`src/rtl/lfpd_pkg.sv`:
```
// Shared constants, register indexes and types of the line-follow PD controller.
`default_nettype none

package lfpd_pkg;

   localparam int SAMPLE_BITS_DEF  = 10;
   localparam int ELAPSED_BITS_DEF = 24;

   localparam int ERR_BITS    = 12;
   localparam int QUOT_BITS   = 32;
   localparam int DRIVE_BITS  = 32;
   localparam int SPEED_BITS  = 9;
   localparam int GAIN_BITS   = 8;
   localparam int DARK_BITS   = 10;
   localparam int SPEED_LIMIT = 255;
   localparam int US_PER_SEC  = 1000000;
   localparam int GAIN_SCALE  = 10;

   localparam int CSR_IDX_BITS  = 3;
   localparam int CSR_DATA_BITS = 10;

   localparam logic [CSR_IDX_BITS-1:0] CSR_PROP_GAIN    = 3'd0;
   localparam logic [CSR_IDX_BITS-1:0] CSR_DERIV_GAIN   = 3'd1;
   localparam logic [CSR_IDX_BITS-1:0] CSR_OVERALL_GAIN = 3'd2;
   localparam logic [CSR_IDX_BITS-1:0] CSR_LEFT_DARK    = 3'd3;
   localparam logic [CSR_IDX_BITS-1:0] CSR_RIGHT_DARK   = 3'd4;
   localparam logic [CSR_IDX_BITS-1:0] CSR_BASE_SPEED   = 3'd5;

   // status of a serial unit back to the sequencer
   typedef struct packed {
      logic busy;
      logic done;
   } unit_sts_type;

endpackage

`default_nettype wire

```
`src/rtl/lfpd_if.sv`:
```
// Request and response channel interfaces of the line-follow PD controller.
`default_nettype none

interface lfpd_req_if #(
   parameter int SAMPLE_BITS  = lfpd_pkg::SAMPLE_BITS_DEF,
   parameter int ELAPSED_BITS = lfpd_pkg::ELAPSED_BITS_DEF
);
   logic                    valid;
   logic                    ready;
   logic [SAMPLE_BITS-1:0]  left_sample;
   logic [SAMPLE_BITS-1:0]  right_sample;
   logic [ELAPSED_BITS-1:0] elapsed_us;

   modport source (output valid, left_sample, right_sample, elapsed_us, input ready);
   modport sink   (input valid, left_sample, right_sample, elapsed_us, output ready);
endinterface

interface lfpd_rsp_if;
   logic                                     valid;
   logic                                     ready;
   logic signed [lfpd_pkg::ERR_BITS-1:0]     tape_error;
   logic signed [lfpd_pkg::DRIVE_BITS-1:0]   drive;
   logic signed [lfpd_pkg::SPEED_BITS-1:0]   left_speed;
   logic signed [lfpd_pkg::SPEED_BITS-1:0]   right_speed;

   modport source (output valid, tape_error, drive, left_speed, right_speed, input ready);
   modport sink   (input valid, tape_error, drive, left_speed, right_speed, output ready);
endinterface

`default_nettype wire

```
`src/rtl/lfpd_tape_error.sv`:
```
// Tape error former with last-error and last-side state.
`default_nettype none

module lfpd_tape_error #(
   parameter int SAMPLE_BITS = lfpd_pkg::SAMPLE_BITS_DEF
) (
   input  wire logic                                 clock,
   input  wire logic                                 reset,
   input  wire logic                                 load,
   input  wire logic [SAMPLE_BITS-1:0]               left_sample,
   input  wire logic [SAMPLE_BITS-1:0]               right_sample,
   input  wire logic [lfpd_pkg::DARK_BITS-1:0]       left_dark_level,
   input  wire logic [lfpd_pkg::DARK_BITS-1:0]       right_dark_level,
   output logic signed [lfpd_pkg::ERR_BITS-1:0]      tape_error,
   output logic [lfpd_pkg::ERR_BITS-1:0]             delta_mag,
   output logic                                      delta_neg
);
   import lfpd_pkg::*;

   localparam int VAL_BITS = (SAMPLE_BITS > DARK_BITS) ? SAMPLE_BITS : DARK_BITS;
   localparam int EXT_BITS = VAL_BITS + 2;

   logic signed [EXT_BITS-1:0] ls_x, rs_x, ld_x, rd_x;
   logic signed [EXT_BITS-1:0] ldev, rdev, dsum, err_full;
   logic                       ldark, rdark;
   logic signed [ERR_BITS-1:0] err_now;
   logic signed [ERR_BITS:0]   delta;
   logic [ERR_BITS:0]          delta_abs;

   logic signed [ERR_BITS-1:0] last_error_ff;
   logic                       last_side_left_ff, last_side_left_in;
   logic [ERR_BITS-1:0]        delta_mag_ff;
   logic                       delta_neg_ff;

   always_comb begin
      ls_x  = signed'(EXT_BITS'(left_sample));
      rs_x  = signed'(EXT_BITS'(right_sample));
      ld_x  = signed'(EXT_BITS'(left_dark_level));
      rd_x  = signed'(EXT_BITS'(right_dark_level));
      ldark = ls_x < ld_x;
      rdark = rs_x < rd_x;
      rdev  = rd_x - rs_x;
      ldev  = ld_x - ls_x;
      dsum  = rdev + ldev;
      last_side_left_in = last_side_left_ff;
      if (rdark && !ldark) begin
         err_full          = rdev;
         last_side_left_in = 1'b0;
      end else if (!rdark && ldark) begin
         err_full          = -ldev;
         last_side_left_in = 1'b1;
      end else if (rdark && ldark) begin
         err_full = last_side_left_ff ? -dsum : dsum;
      end else begin
         err_full = '0;
      end
      // keep low bits only: wraps when samples are wide
      err_now   = err_full[ERR_BITS-1:0];
      delta     = {err_now[ERR_BITS-1], err_now} - {last_error_ff[ERR_BITS-1], last_error_ff};
      delta_abs = delta[ERR_BITS] ? (ERR_BITS+1)'(-delta) : delta;
   end

   always_ff @(posedge clock) begin
      if (reset) begin
         last_error_ff     <= '0;
         last_side_left_ff <= 1'b0;
      end else if (load) begin
         last_error_ff     <= err_now;
         last_side_left_ff <= last_side_left_in;
      end
   end

   always_ff @(posedge clock) begin
      if (load) begin
         delta_mag_ff <= delta_abs[ERR_BITS-1:0];
         delta_neg_ff <= delta[ERR_BITS];
      end
   end

   assign tape_error = last_error_ff;
   assign delta_mag  = delta_mag_ff;
   assign delta_neg  = delta_neg_ff;

endmodule

`default_nettype wire

```
`src/rtl/lfpd_serial_div.sv`:
```
// Bit-serial restoring divider for the derivative quotient.
`default_nettype none

module lfpd_serial_div #(
   parameter int DEN_BITS = lfpd_pkg::ELAPSED_BITS_DEF
) (
   input  wire logic                            clock,
   input  wire logic                            reset,
   input  wire logic                            start,
   input  wire logic [lfpd_pkg::ERR_BITS-1:0]   delta_mag,
   input  wire logic [DEN_BITS-1:0]             den,
   output logic [lfpd_pkg::QUOT_BITS-1:0]       quot,
   output lfpd_pkg::unit_sts_type               sts
);
   import lfpd_pkg::*;

   localparam int CNT_BITS = $clog2(QUOT_BITS);
   localparam logic [CNT_BITS-1:0] LAST_STEP = CNT_BITS'(QUOT_BITS - 1);

   logic [QUOT_BITS-1:0] num_ff, num_in;
   logic [DEN_BITS-1:0]  rem_ff, rem_in;
   logic [DEN_BITS:0]    trial, diff;
   logic                 ge;
   logic [CNT_BITS-1:0]  cnt_ff, cnt_in;
   logic                 busy_ff, busy_in, done_ff, done_in;

   always_comb begin
      trial   = {rem_ff, num_ff[QUOT_BITS-1]};
      diff    = trial - {1'b0, den};
      ge      = trial >= {1'b0, den};
      num_in  = num_ff;
      rem_in  = rem_ff;
      cnt_in  = cnt_ff;
      busy_in = busy_ff;
      done_in = 1'b0;
      if (start) begin
         // scale to microseconds per second before dividing
         num_in  = QUOT_BITS'(QUOT_BITS'(delta_mag) * QUOT_BITS'(US_PER_SEC));
         rem_in  = '0;
         cnt_in  = '0;
         busy_in = 1'b1;
      end else if (busy_ff) begin
         // numerator shifts out at the top, quotient bits enter at the bottom
         num_in = {num_ff[QUOT_BITS-2:0], ge};
         rem_in = ge ? diff[DEN_BITS-1:0] : trial[DEN_BITS-1:0];
         cnt_in = cnt_ff + 1'b1;
         if (cnt_ff == LAST_STEP) begin
            busy_in = 1'b0;
            done_in = 1'b1;
         end
      end
   end

   always_ff @(posedge clock) begin
      if (reset) begin
         busy_ff <= 1'b0;
         done_ff <= 1'b0;
         cnt_ff  <= '0;
      end else begin
         busy_ff <= busy_in;
         done_ff <= done_in;
         cnt_ff  <= cnt_in;
      end
   end

   always_ff @(posedge clock) begin
      num_ff <= num_in;
      rem_ff <= rem_in;
   end

   // no time elapsed: derivative is zero
   assign quot     = (den == '0) ? '0 : num_ff;
   assign sts.busy = busy_ff;
   assign sts.done = done_ff;

endmodule

`default_nettype wire

```
`src/rtl/lfpd_drive_unit.sv`:
```
// Serial gain multiplies, divide by ten, drive saturation and motor speeds.
`default_nettype none

module lfpd_drive_unit (
   input  wire logic                                  clock,
   input  wire logic                                  reset,
   input  wire logic                                  start,
   input  wire logic signed [lfpd_pkg::ERR_BITS-1:0]  tape_error,
   input  wire logic [lfpd_pkg::QUOT_BITS-1:0]        quot,
   input  wire logic                                  deriv_neg,
   input  wire logic [lfpd_pkg::GAIN_BITS-1:0]        prop_gain,
   input  wire logic [lfpd_pkg::GAIN_BITS-1:0]        deriv_gain,
   input  wire logic [lfpd_pkg::GAIN_BITS-1:0]        overall_gain,
   input  wire logic [lfpd_pkg::GAIN_BITS-1:0]        base_speed,
   output logic signed [lfpd_pkg::DRIVE_BITS-1:0]     drive,
   output logic signed [lfpd_pkg::SPEED_BITS-1:0]     left_speed,
   output logic signed [lfpd_pkg::SPEED_BITS-1:0]     right_speed,
   output lfpd_pkg::unit_sts_type                     sts
);
   import lfpd_pkg::*;

   localparam int PACC_BITS = ERR_BITS + GAIN_BITS;
   localparam int DACC_BITS = QUOT_BITS + GAIN_BITS;
   localparam int SUM_BITS  = DACC_BITS + 2;
   localparam int SMAG_BITS = DACC_BITS + 1;
   localparam int GACC_BITS = SMAG_BITS + GAIN_BITS;
   localparam int DV_BITS   = GACC_BITS + (GACC_BITS % 2);
   localparam int DIV_STEPS = DV_BITS / 2;
   localparam int CNT_BITS  = $clog2(DIV_STEPS);
   localparam int REM_BITS  = $clog2(GAIN_SCALE);
   localparam int SPD_W     = DRIVE_BITS + 2;

   localparam logic [CNT_BITS-1:0] MUL_LAST = CNT_BITS'(GAIN_BITS - 1);
   localparam logic [CNT_BITS-1:0] DIV_LAST = CNT_BITS'(DIV_STEPS - 1);
   localparam logic [REM_BITS:0]   SCALE    = (REM_BITS+1)'(GAIN_SCALE);

   localparam logic signed [DRIVE_BITS-1:0] DRIVE_MAX = {1'b0, {(DRIVE_BITS-1){1'b1}}};
   localparam logic signed [DRIVE_BITS-1:0] DRIVE_MIN = {1'b1, {(DRIVE_BITS-1){1'b0}}};
   localparam logic signed [SPD_W-1:0]      LIM_P     = SPD_W'(SPEED_LIMIT);
   localparam logic signed [SPD_W-1:0]      LIM_N     = -LIM_P;

   localparam logic [2:0] D_IDLE  = 3'd0;
   localparam logic [2:0] D_MUL1  = 3'd1;
   localparam logic [2:0] D_SUM   = 3'd2;
   localparam logic [2:0] D_MUL2  = 3'd3;
   localparam logic [2:0] D_DIV10 = 3'd4;
   localparam logic [2:0] D_SAT   = 3'd5;
   localparam logic [2:0] D_SPEED = 3'd6;

   // trunc(v/2) then clamp to the motor range
   function automatic logic signed [SPEED_BITS-1:0] half_clamp(
      input logic signed [SPD_W-1:0] v
   );
      logic signed [SPD_W-1:0] h;
      logic signed [SPD_W-1:0] c;
      h = signed'(v + SPD_W'(v[SPD_W-1])) >>> 1;
      if (h > LIM_P) c = LIM_P;
      else if (h < LIM_N) c = LIM_N;
      else c = h;
      return c[SPEED_BITS-1:0];
   endfunction

   logic [2:0]                  state_ff, state_in;
   logic [CNT_BITS-1:0]         cnt_ff, cnt_in;
   logic                        done_ff, done_in;

   logic [ERR_BITS-1:0]         emag_ff, emag_in;
   logic                        eneg_ff, eneg_in;
   logic [GAIN_BITS-1:0]        pgain_ff, pgain_in, dgain_ff, dgain_in, ggain_ff, ggain_in;
   logic [PACC_BITS-1:0]        pacc_ff, pacc_in;
   logic [DACC_BITS-1:0]        dacc_ff, dacc_in;
   logic [SMAG_BITS-1:0]        smag_ff, smag_in;
   logic                        sneg_ff, sneg_in;
   logic [GACC_BITS-1:0]        gacc_ff, gacc_in;
   logic [DV_BITS-1:0]          dv_ff, dv_in;
   logic [REM_BITS-1:0]         rem_ff, rem_in;
   logic signed [DRIVE_BITS-1:0] drive_ff, drive_in;
   logic signed [SPEED_BITS-1:0] lsp_ff, lsp_in, rsp_ff, rsp_in;

   logic signed [SUM_BITS-1:0]  sp, sd, ssum;
   logic [SUM_BITS-1:0]         sabs;
   logic [REM_BITS:0]           t1, t2;
   logic [REM_BITS-1:0]         r1, r2;
   logic                        g1, g2;
   logic                        pos_over, neg_over;
   logic signed [SPD_W-1:0]     base2, dx, lv, rv;

   always_comb begin
      state_in = state_ff;
      cnt_in   = cnt_ff;
      done_in  = 1'b0;
      emag_in  = emag_ff;
      eneg_in  = eneg_ff;
      pgain_in = pgain_ff;
      dgain_in = dgain_ff;
      ggain_in = ggain_ff;
      pacc_in  = pacc_ff;
      dacc_in  = dacc_ff;
      smag_in  = smag_ff;
      sneg_in  = sneg_ff;
      gacc_in  = gacc_ff;
      dv_in    = dv_ff;
      rem_in   = rem_ff;
      drive_in = drive_ff;
      lsp_in   = lsp_ff;
      rsp_in   = rsp_ff;

      // sign and magnitude of the PD sum
      sp   = signed'(SUM_BITS'(pacc_ff));
      sd   = signed'(SUM_BITS'(dacc_ff));
      if (eneg_ff) sp = -sp;
      if (deriv_neg) sd = -sd;
      ssum = sp + sd;
      sabs = ssum[SUM_BITS-1] ? SUM_BITS'(-ssum) : ssum;

      // two radix-2 steps of the divide by ten
      t1 = {rem_ff, dv_ff[DV_BITS-1]};
      g1 = t1 >= SCALE;
      r1 = g1 ? REM_BITS'(t1 - SCALE) : t1[REM_BITS-1:0];
      t2 = {r1, dv_ff[DV_BITS-2]};
      g2 = t2 >= SCALE;
      r2 = g2 ? REM_BITS'(t2 - SCALE) : t2[REM_BITS-1:0];

      pos_over = |dv_ff[DV_BITS-1:DRIVE_BITS-1];
      neg_over = (|dv_ff[DV_BITS-1:DRIVE_BITS]) ||
                 (dv_ff[DRIVE_BITS-1] && (|dv_ff[DRIVE_BITS-2:0]));

      base2 = signed'(SPD_W'({base_speed, 1'b0}));
      dx    = SPD_W'(drive_ff);
      lv    = base2 - dx;
      rv    = base2 + dx;

      case (state_ff)
         D_IDLE: begin
            if (start) begin
               eneg_in  = tape_error[ERR_BITS-1];
               emag_in  = tape_error[ERR_BITS-1] ? ERR_BITS'(-tape_error) : tape_error;
               pgain_in = prop_gain;
               dgain_in = deriv_gain;
               pacc_in  = '0;
               dacc_in  = '0;
               cnt_in   = '0;
               state_in = D_MUL1;
            end
         end
         D_MUL1: begin
            // MSB-first shift-add, both gain products together
            pacc_in  = {pacc_ff[PACC_BITS-2:0], 1'b0} +
                       (pgain_ff[GAIN_BITS-1] ? PACC_BITS'(emag_ff) : '0);
            dacc_in  = {dacc_ff[DACC_BITS-2:0], 1'b0} +
                       (dgain_ff[GAIN_BITS-1] ? DACC_BITS'(quot) : '0);
            pgain_in = pgain_ff << 1;
            dgain_in = dgain_ff << 1;
            cnt_in   = cnt_ff + 1'b1;
            if (cnt_ff == MUL_LAST) state_in = D_SUM;
         end
         D_SUM: begin
            sneg_in  = ssum[SUM_BITS-1];
            smag_in  = sabs[SMAG_BITS-1:0];
            ggain_in = overall_gain;
            gacc_in  = '0;
            cnt_in   = '0;
            state_in = D_MUL2;
         end
         D_MUL2: begin
            gacc_in  = {gacc_ff[GACC_BITS-2:0], 1'b0} +
                       (ggain_ff[GAIN_BITS-1] ? GACC_BITS'(smag_ff) : '0);
            ggain_in = ggain_ff << 1;
            cnt_in   = cnt_ff + 1'b1;
            if (cnt_ff == MUL_LAST) begin
               dv_in    = DV_BITS'(gacc_in);
               rem_in   = '0;
               cnt_in   = '0;
               state_in = D_DIV10;
            end
         end
         D_DIV10: begin
            dv_in  = {dv_ff[DV_BITS-3:0], g1, g2};
            rem_in = r2;
            cnt_in = cnt_ff + 1'b1;
            if (cnt_ff == DIV_LAST) state_in = D_SAT;
         end
         D_SAT: begin
            if (sneg_ff) drive_in = neg_over ? DRIVE_MIN : ~dv_ff[DRIVE_BITS-1:0] + 1'b1;
            else         drive_in = pos_over ? DRIVE_MAX : dv_ff[DRIVE_BITS-1:0];
            state_in = D_SPEED;
         end
         D_SPEED: begin
            lsp_in   = half_clamp(lv);
            rsp_in   = half_clamp(rv);
            done_in  = 1'b1;
            state_in = D_IDLE;
         end
         default: begin
            state_in = D_IDLE;
         end
      endcase
   end

   always_ff @(posedge clock) begin
      if (reset) begin
         state_ff <= D_IDLE;
         cnt_ff   <= '0;
         done_ff  <= 1'b0;
      end else begin
         state_ff <= state_in;
         cnt_ff   <= cnt_in;
         done_ff  <= done_in;
      end
   end

   always_ff @(posedge clock) begin
      emag_ff  <= emag_in;
      eneg_ff  <= eneg_in;
      pgain_ff <= pgain_in;
      dgain_ff <= dgain_in;
      ggain_ff <= ggain_in;
      pacc_ff  <= pacc_in;
      dacc_ff  <= dacc_in;
      smag_ff  <= smag_in;
      sneg_ff  <= sneg_in;
      gacc_ff  <= gacc_in;
      dv_ff    <= dv_in;
      rem_ff   <= rem_in;
      drive_ff <= drive_in;
      lsp_ff   <= lsp_in;
      rsp_ff   <= rsp_in;
   end

   assign drive       = drive_ff;
   assign left_speed  = lsp_ff;
   assign right_speed = rsp_ff;
   assign sts.busy    = state_ff != D_IDLE;
   assign sts.done    = done_ff;

endmodule

`default_nettype wire

```
`src/rtl/line_follow_pd_controller.sv`:
```
// Line-follow PD controller top level: sequencer, config registers and response register.
//
// Takes one transaction of two reflectance samples and the microseconds since the
// previous pair, and returns one transaction with the signed tape error, the saturated
// PD drive and the two saturated motor commands. Work is one transaction at a time: the
// bit-serial divider forms the derivative (one quotient bit a cycle), then the drive
// unit runs the shift-add gain multiplies (one gain bit a cycle) with the PD sum
// between them, the divide by ten (two bits a cycle), saturation and the motor speeds.
// A finished response waits in its own register, so the next request is taken while
// it is still unread. Configuration writes are only legal while the block is idle.
`default_nettype none

module line_follow_pd_controller #(
   parameter int SAMPLE_BITS  = lfpd_pkg::SAMPLE_BITS_DEF,
   parameter int ELAPSED_BITS = lfpd_pkg::ELAPSED_BITS_DEF
) (
   input  wire logic                                clock,
   input  wire logic                                reset,
   lfpd_req_if.sink                                 req_if,
   lfpd_rsp_if.source                               rsp_if,
   input  wire logic                                csr_wr_en,
   input  wire logic [lfpd_pkg::CSR_IDX_BITS-1:0]   csr_index,
   input  wire logic [lfpd_pkg::CSR_DATA_BITS-1:0]  csr_wdata
);
   import lfpd_pkg::*;

   // sequencer states
   localparam logic [2:0] T_IDLE  = 3'd0;  // ready for a request
   localparam logic [2:0] T_START = 3'd1;  // error registered, kick divider
   localparam logic [2:0] T_DIV   = 3'd2;  // derivative divide running
   localparam logic [2:0] T_DRV   = 3'd3;  // gains, scale, saturation
   localparam logic [2:0] T_HOLD  = 3'd4;  // waiting for response register

   logic [2:0] state_ff, state_in;

   // configuration
   logic [GAIN_BITS-1:0] prop_gain_ff, deriv_gain_ff, overall_gain_ff, base_speed_ff;
   logic [DARK_BITS-1:0] left_dark_ff, right_dark_ff;

   logic [ELAPSED_BITS-1:0] elapsed_ff;

   logic                        accept;
   logic                        out_free;
   logic                        div_start, drv_start;
   unit_sts_type                div_sts, drv_sts;
   logic signed [ERR_BITS-1:0]  tape_error;
   logic [ERR_BITS-1:0]         delta_mag;
   logic                        delta_neg;
   logic [QUOT_BITS-1:0]        quot;
   logic signed [DRIVE_BITS-1:0] drive;
   logic signed [SPEED_BITS-1:0] left_speed, right_speed;

   // response register
   logic                         rsp_valid_ff, rsp_valid_in;
   logic signed [ERR_BITS-1:0]   rsp_err_ff;
   logic signed [DRIVE_BITS-1:0] rsp_drive_ff;
   logic signed [SPEED_BITS-1:0] rsp_lsp_ff, rsp_rsp_ff;

   assign req_if.ready = state_ff == T_IDLE;
   assign accept       = req_if.valid && req_if.ready;
   assign out_free     = !rsp_valid_ff || rsp_if.ready;
   assign div_start    = state_ff == T_START;
   assign drv_start    = (state_ff == T_DIV) && div_sts.done;

   always_comb begin
      state_in = state_ff;
      case (state_ff)
         T_IDLE:  if (req_if.valid) state_in = T_START;
         T_START: state_in = T_DIV;
         T_DIV:   if (div_sts.done) state_in = T_DRV;
         T_DRV:   if (drv_sts.done) state_in = T_HOLD;
         T_HOLD:  if (out_free) state_in = T_IDLE;
         default: state_in = T_IDLE;
      endcase
   end

   always_comb begin
      rsp_valid_in = rsp_valid_ff;
      if ((state_ff == T_HOLD) && out_free) rsp_valid_in = 1'b1;
      else if (rsp_if.ready) rsp_valid_in = 1'b0;
   end

   always_ff @(posedge clock) begin
      if (reset) begin
         state_ff     <= T_IDLE;
         rsp_valid_ff <= 1'b0;
      end else begin
         state_ff     <= state_in;
         rsp_valid_ff <= rsp_valid_in;
      end
   end

   // register writes; unknown indexes are dropped
   always_ff @(posedge clock) begin
      if (reset) begin
         prop_gain_ff    <= '0;
         deriv_gain_ff   <= '0;
         overall_gain_ff <= '0;
         left_dark_ff    <= '0;
         right_dark_ff   <= '0;
         base_speed_ff   <= '0;
      end else if (csr_wr_en) begin
         case (csr_index)
            CSR_PROP_GAIN:    prop_gain_ff    <= csr_wdata[GAIN_BITS-1:0];
            CSR_DERIV_GAIN:   deriv_gain_ff   <= csr_wdata[GAIN_BITS-1:0];
            CSR_OVERALL_GAIN: overall_gain_ff <= csr_wdata[GAIN_BITS-1:0];
            CSR_LEFT_DARK:    left_dark_ff    <= csr_wdata[DARK_BITS-1:0];
            CSR_RIGHT_DARK:   right_dark_ff   <= csr_wdata[DARK_BITS-1:0];
            CSR_BASE_SPEED:   base_speed_ff   <= csr_wdata[GAIN_BITS-1:0];
            default: ;
         endcase
      end
   end

   always_ff @(posedge clock) begin
      if (accept) elapsed_ff <= req_if.elapsed_us;
      if ((state_ff == T_HOLD) && out_free) begin
         rsp_err_ff   <= tape_error;
         rsp_drive_ff <= drive;
         rsp_lsp_ff   <= left_speed;
         rsp_rsp_ff   <= right_speed;
      end
   end

   lfpd_tape_error #(
      .SAMPLE_BITS (SAMPLE_BITS)
   ) u_error (
      .clock            (clock),
      .reset            (reset),
      .load             (accept),
      .left_sample      (req_if.left_sample),
      .right_sample     (req_if.right_sample),
      .left_dark_level  (left_dark_ff),
      .right_dark_level (right_dark_ff),
      .tape_error       (tape_error),
      .delta_mag        (delta_mag),
      .delta_neg        (delta_neg)
   );

   lfpd_serial_div #(
      .DEN_BITS (ELAPSED_BITS)
   ) u_div (
      .clock     (clock),
      .reset     (reset),
      .start     (div_start),
      .delta_mag (delta_mag),
      .den       (elapsed_ff),
      .quot      (quot),
      .sts       (div_sts)
   );

   lfpd_drive_unit u_drive (
      .clock        (clock),
      .reset        (reset),
      .start        (drv_start),
      .tape_error   (tape_error),
      .quot         (quot),
      .deriv_neg    (delta_neg),
      .prop_gain    (prop_gain_ff),
      .deriv_gain   (deriv_gain_ff),
      .overall_gain (overall_gain_ff),
      .base_speed   (base_speed_ff),
      .drive        (drive),
      .left_speed   (left_speed),
      .right_speed  (right_speed),
      .sts          (drv_sts)
   );

   assign rsp_if.valid       = rsp_valid_ff;
   assign rsp_if.tape_error  = rsp_err_ff;
   assign rsp_if.drive       = rsp_drive_ff;
   assign rsp_if.left_speed  = rsp_lsp_ff;
   assign rsp_if.right_speed = rsp_rsp_ff;

   // both serial units are quiet whenever a request can be taken
   a_idle_quiet: assert property (@(posedge clock) disable iff (reset)
      (state_ff == T_IDLE) |-> (!div_sts.busy && !drv_sts.busy))
      else $error("serial unit busy while sequencer idle");

   a_div_done_in_div: assert property (@(posedge clock) disable iff (reset)
      div_sts.done |-> (state_ff == T_DIV))
      else $error("divider finished outside divide phase");

   a_drv_done_in_drv: assert property (@(posedge clock) disable iff (reset)
      drv_sts.done |-> (state_ff == T_DRV))
      else $error("drive unit finished outside drive phase");

   a_hold_loads_rsp: assert property (@(posedge clock) disable iff (reset)
      ((state_ff == T_HOLD) && out_free) |=> rsp_valid_ff)
      else $error("finished transaction not presented");

endmodule

`default_nettype wire

```
`src/flat_wrapper.sv`:
```
// flat-port wrapper written by rule: the top's interface ports become plain ports
module line_follow_pd_controller_flat import lfpd_pkg::*;
#(
   parameter int SAMPLE_BITS  = lfpd_pkg::SAMPLE_BITS_DEF,
   parameter int ELAPSED_BITS = lfpd_pkg::ELAPSED_BITS_DEF
)
  (clock, reset, csr_wr_en, csr_index, csr_wdata, req_if_valid, req_if_left_sample, req_if_right_sample, req_if_elapsed_us, req_if_ready, rsp_if_valid, rsp_if_tape_error, rsp_if_drive, rsp_if_left_speed, rsp_if_right_speed, rsp_if_ready);
  lfpd_req_if #(.SAMPLE_BITS(SAMPLE_BITS), .ELAPSED_BITS(ELAPSED_BITS)) req_if_i ();
  lfpd_rsp_if rsp_if_i ();
  input  wire logic clock;
  input  wire logic reset;
  input  wire logic csr_wr_en;
  input  wire logic [lfpd_pkg::CSR_IDX_BITS-1:0] csr_index;
  input  wire logic [lfpd_pkg::CSR_DATA_BITS-1:0] csr_wdata;
  input wire logic [$bits(req_if_i.valid)-1:0] req_if_valid;
  input wire logic [$bits(req_if_i.left_sample)-1:0] req_if_left_sample;
  input wire logic [$bits(req_if_i.right_sample)-1:0] req_if_right_sample;
  input wire logic [$bits(req_if_i.elapsed_us)-1:0] req_if_elapsed_us;
  output wire logic [$bits(req_if_i.ready)-1:0] req_if_ready;
  output wire logic [$bits(rsp_if_i.valid)-1:0] rsp_if_valid;
  output wire logic [$bits(rsp_if_i.tape_error)-1:0] rsp_if_tape_error;
  output wire logic [$bits(rsp_if_i.drive)-1:0] rsp_if_drive;
  output wire logic [$bits(rsp_if_i.left_speed)-1:0] rsp_if_left_speed;
  output wire logic [$bits(rsp_if_i.right_speed)-1:0] rsp_if_right_speed;
  input wire logic [$bits(rsp_if_i.ready)-1:0] rsp_if_ready;
  assign req_if_i.valid = req_if_valid;
  assign req_if_i.left_sample = req_if_left_sample;
  assign req_if_i.right_sample = req_if_right_sample;
  assign req_if_i.elapsed_us = req_if_elapsed_us;
  assign req_if_ready = req_if_i.ready;
  assign rsp_if_valid = rsp_if_i.valid;
  assign rsp_if_tape_error = rsp_if_i.tape_error;
  assign rsp_if_drive = rsp_if_i.drive;
  assign rsp_if_left_speed = rsp_if_i.left_speed;
  assign rsp_if_right_speed = rsp_if_i.right_speed;
  assign rsp_if_i.ready = rsp_if_ready;
  line_follow_pd_controller #(.SAMPLE_BITS(SAMPLE_BITS), .ELAPSED_BITS(ELAPSED_BITS)) u_core (.clock(clock), .reset(reset), .req_if(req_if_i), .rsp_if(rsp_if_i), .csr_wr_en(csr_wr_en), .csr_index(csr_index), .csr_wdata(csr_wdata));
endmodule
```
`config.mk`:
```
export PLATFORM = sky130hd
export DESIGN_NAME = line_follow_pd_controller_flat
export DESIGN_NICKNAME = d
export VERILOG_FILES = /design/src/rtl/lfpd_pkg.sv /design/src/rtl/lfpd_if.sv /design/src/rtl/lfpd_tape_error.sv /design/src/rtl/lfpd_serial_div.sv /design/src/rtl/lfpd_drive_unit.sv /design/src/rtl/line_follow_pd_controller.sv /design/src/flat_wrapper.sv
export SDC_FILE = /design/constraint.sdc
export NUM_CORES = 2
export LEC_CHECK = 0
export BUFFER_PORTS_ARGS = -buffer_cell sky130_fd_sc_hd__clkbuf_2
export CAP_MARGIN = 25
export CORE_MARGIN = 1.5
export CORE_UTILIZATION = 58
export CTS_CLUSTER_SIZE = 28
export DETAILED_ROUTE_END_ITERATION = 8
export GPL_TIMING_DRIVEN = 0
export PLACE_DENSITY = 0.88
export SYNTH_ARGS = -nofsm -noshare
export SYNTH_HDL_FRONTEND = slang
export SYNTH_SLANG_ARGS = --single-unit
```
`constraint.sdc`:
```
create_clock -name clock -period 6.26 [get_ports clock]
set_clock_uncertainty 0.2 [all_clocks]
set_input_delay 0 -clock clock [delete_from_list [all_inputs] [get_ports clock]]
set_output_delay 0 -clock clock [all_outputs]
set_load 0.02 [all_outputs]
```
==> results.cfg <==
[run_status]
outcome = finished, violations left
violations = negative hold slack

[power]
p_comb_share_pct = 44.0
p_leak_nw = 18.0
netSwitchingFraction_pct = 36.5
powerDensity_nw_per_um2 = 296
intPower_w = 0.00865
clockPowerShare_pct = 25.3
switchingPower_w = 0.00496
max-vdd-ir-drop_mv = 0.663
p_seq_share_pct = 30.7

[worst_setup_path]
path_cells = inv_1 -> ha_1 -> inv_1 -> fa_2 -> a21o_1 -> a21oi_4 -> o21ai_0 -> a211oi_2 -> ha_2 -> nand3_1 -> o211ai_1 -> a311o_1 -> o31ai_2 -> xnor2_1 -> a221oi_2 -> nor2_1 -> ha_1 -> inv_2 -> or4_1 -> nand4_1 -> nand3b_1 -> mux2_2 -> a21oi_2 -> xor2_1
critPathArrivalTime_ns = 6.37
timing.rr.end = u_core.u_error.delta_mag[11]
path_class = register to register
crit_start = u_core.left_dark_ff[0]
critPathSlowestCell = a211oi_2
r2r_start = u_core.left_dark_ff[0]
start_kind = register
end_kind = register
r2r_cells = 24
crit_path_max_incr_delay_ns = 0.50
worstPathRequired_ns = 6.43
path_max_fanout = 7
rrSetupSlack_ns = 0.06

[timing]
max_freq_mhz = 161
finalCritPeriodShare_pct = 99.0
slew_violations = 0
setup_violations = 0
slew_headroom_pct = 31.3
finalHoldViolations = 1
final.setup.tns_ns = 0
fin_crit_ns = 6.20
rsz0062_at_grt = yes
hold_slack_ns = -0.00608
worstMarginPinSlew_ns = 1.03

[clocking]
clk_latency_ns = 0.64
cts_root_buf = clkbuf_16
cts_buffer_depth = 3
cts_tree = done
htree_levels = 2
cts.sinks = 531
tritoncts.num_buffers = 55
clk_pin_slew_ns = 0.07

[grt]
grt_usage_pct = 29.2
grt_max_degree = 69
grt_overflow_total = 0
grt_pass1_vias = 34100
grt_pass1_wl_mm = 169
antenna_found_initial = 1

[hold_path]
worstHoldEndpoint = u_core.u_error.tape_error[0]
hp-start = req_if_left_sample[0]
holdPathStages = 7
hp-class = input pin to register

[run]
max_cap_viol_count = 0

[die]
fp.dieW_um = 267
die_h_um = 267
ios = 126
rows = 96
start_util_pct = 58.8
coreArea_um2 = 68700
dieArea_um2 = 71200

[finish]
stdcell_count = 5793
final_nets = 5235
regArea_um2 = 14800
num-fill-cells = 5125
synthToLayoutAreaGrowth_pct = 13.9
drive_gt1_share_pct = 9.84
multi_input_area_um2 = 24400

[detailed_routing]
wl_per_cell_um = 18.7
drt_pass1_iterations = 8
drtAntennaViolNets = 0
via_per_inst = 6.17
drcViolationCount = 0
drtIter0Drc = 3402
wirelength_mm = 108
vias = 35700

[synthesis]
synth_xor_xnor_area_share_pct = 8.58
synth_top_family_by_area = simple AND/OR/NAND/NOR gates
avgSynthCellArea_um2 = 8.95
yosysMostFrequentCell = nand2_1
synth_top_area_share_pct = 30.9
yosys_warnings = 0
synth_top_cells_by_area = edfxtp_1, ha_1, xnor2_1
yosys.cell_types.count = 95
ys_top_cells_by_count = nand2_1, edfxtp_1, nor2_1
synth_top_area_cell = edfxtp_1
synth_edf_count = 416
yosysSeqAreaShare_pct = 36.6
synth-adder-area-share_pct = 11.8
syn-instance-count = 4511
syn_nets = 4927
synth_area_um2 = 40400
synthArstFlopShare_pct = 0
yosys.area_share.simple_pct = 19.6
synth-seq-cells = 531
synth_compound_area_share_pct = 17.7
synthMuxAreaShare_pct = 1.17
synth_ff_type = edfxtp_1

[place]
dpl.cell_count = 5575
io_buffers = 125
dp_hpwl_mm = 78.1
gp_congestion = 0.966
==> through the flow <==
stage               util [%]  setup WS [ns]  power (W)  area (um^2)  hold WS (ns)
finish                  66.9         0.0614     0.0136        46000      -0.00608
floorplan                  -         0.0944    0.00872        40400        -0.101
global placement        61.4          -1.01    0.00971        42200       -0.0221
CTS                     65.9        -0.0497     0.0134        45300        0.0152
global route            66.9         -0.145     0.0145        46000        0.0653
detailed placement      61.6          -1.01    0.00993        42400       -0.0214
==> metal layers <==
layer / GRT usage (%) / vias up / part of all wire [%]
li1: - / 16900 / -
met1: 36.5 / 16900 / 40
met2: 50.0 / 1616 / 48
met3: 4.22 / 337 / 7.2
met4: 13.3 / 0 / 4.5
met5: 0 / - / 0
==> power by group through the flow <==
stage          registers (W)  clock network (W)  logic, W
2_1_floorplan        0.00418                  0   0.00454
3_3_place_gp         0.00423                  0   0.00548
3_5_place_dp         0.00424                  0   0.00569
4_1_cts              0.00417            0.00345   0.00582
5_1_grt              0.00419            0.00359   0.00675
6_report             0.00417            0.00345   0.00599
==> worst max-delay path, delay by kind of cell (launching register included) <==
kind	cells	cell delay (ns)
multiplexers	1	0.35
XOR/XNOR	2	0.22
AO/OA/AOI/OAI	9	2.33
adder cells (fa/ha/maj)	4	1.29
buffers and inverters	3	0.25
AND/OR/NAND/NOR	5	0.94
flip-flops	1	0.32
==> final cells by class <==
class	count	share of cell area [%]
multi-input combinational	3517	53.1
sequential	531	32.2
timing repair buffer	261	4.24
clock buffer	60	3.03
tap	931	2.53
inverter	291	2.37
buffer	162	1.50
clock inverter	38	1.01
antenna	2	0.0109
==> cells by family after synthesis <==
| group | Yosys count |
|---|---|
| muxes | 46 |
| and+or+nand+nor | 1609 |
| AOI/OAI and AO/OA | 1114 |
| DFF | 531 |
| xor gates and xnor gates | 394 |
| adders and majority gates | 354 |
| buffers and inverters | 463 |
==> what timing repair did <==
item                                    in CTS  in global routing
hold buffers                                83                  0
endpoints found under the hold margin      101                  0
endpoints found under the setup margin      61                 72
resized for setup                           55                112
setup buffers                                8                 37
pin swaps                                    8                 51
gates cloned                                 0                  0
==> how the worst max path moves through the flow <==
stage | end | slack (ns) | cells past startpoint
global route | u_core.u_error.delta_mag[11] | -0.14 | 24
CTS | u_core.u_error.delta_mag[11] | -0.05 | 27
detailed placement | u_core.u_error.delta_mag[11] | -1.01 | 29
global placement | u_core.u_drive.dv_ff[30] | -1.01 | 3
floorplan | u_core.u_drive.smag_ff[23] | 0.09 | 27
finish | u_core.u_error.delta_mag[11] | 0.06 | 24
==> flip-flops by register name (all words and copies together), names as in the netlist, 12 cells and up <==
signal / count
u_core.u_drive.dv_ff: 50
u_core.u_drive.gacc_ff: 48
u_core.u_drive.smag_ff: 41
u_core.u_drive.dacc_ff: 40
u_core.rsp_if.drive: 32
u_core.u_div.num_ff: 32
u_core.u_drive.drive: 32
u_core.elapsed_ff: 24
u_core.u_div.rem_ff: 24
u_core.u_drive.pacc_ff: 20
u_core.rsp_if.tape_error: 12
u_core.u_drive.emag_ff: 12
u_core.u_error.delta_mag: 12
u_core.u_error.tape_error: 12
==> cells in the final DEF (no fill, tap or decap), drive strengths merged, types with 46 or more instances in the layout <==
master       netlist  routed
nand2            472     472
edfxtp           416     416
nor2             352     352
clkbuf           141     312
ha               308     308
a21oi            304     304
inv              291     297
o21ai            280     280
xnor2            263     263
xor2             130     130
nand3            126     126
nor3             125     125
dfxtp            115     115
and2             109     109
a21o              95      95
buf               31      88
dlygate4sd3        0      83
or3               58      58
nand2b            56      56
o21a              53      53
nor2b             52      52
and3              48      48
fa                46      46
No activity file was read; power rests on OpenSTA's default activity.
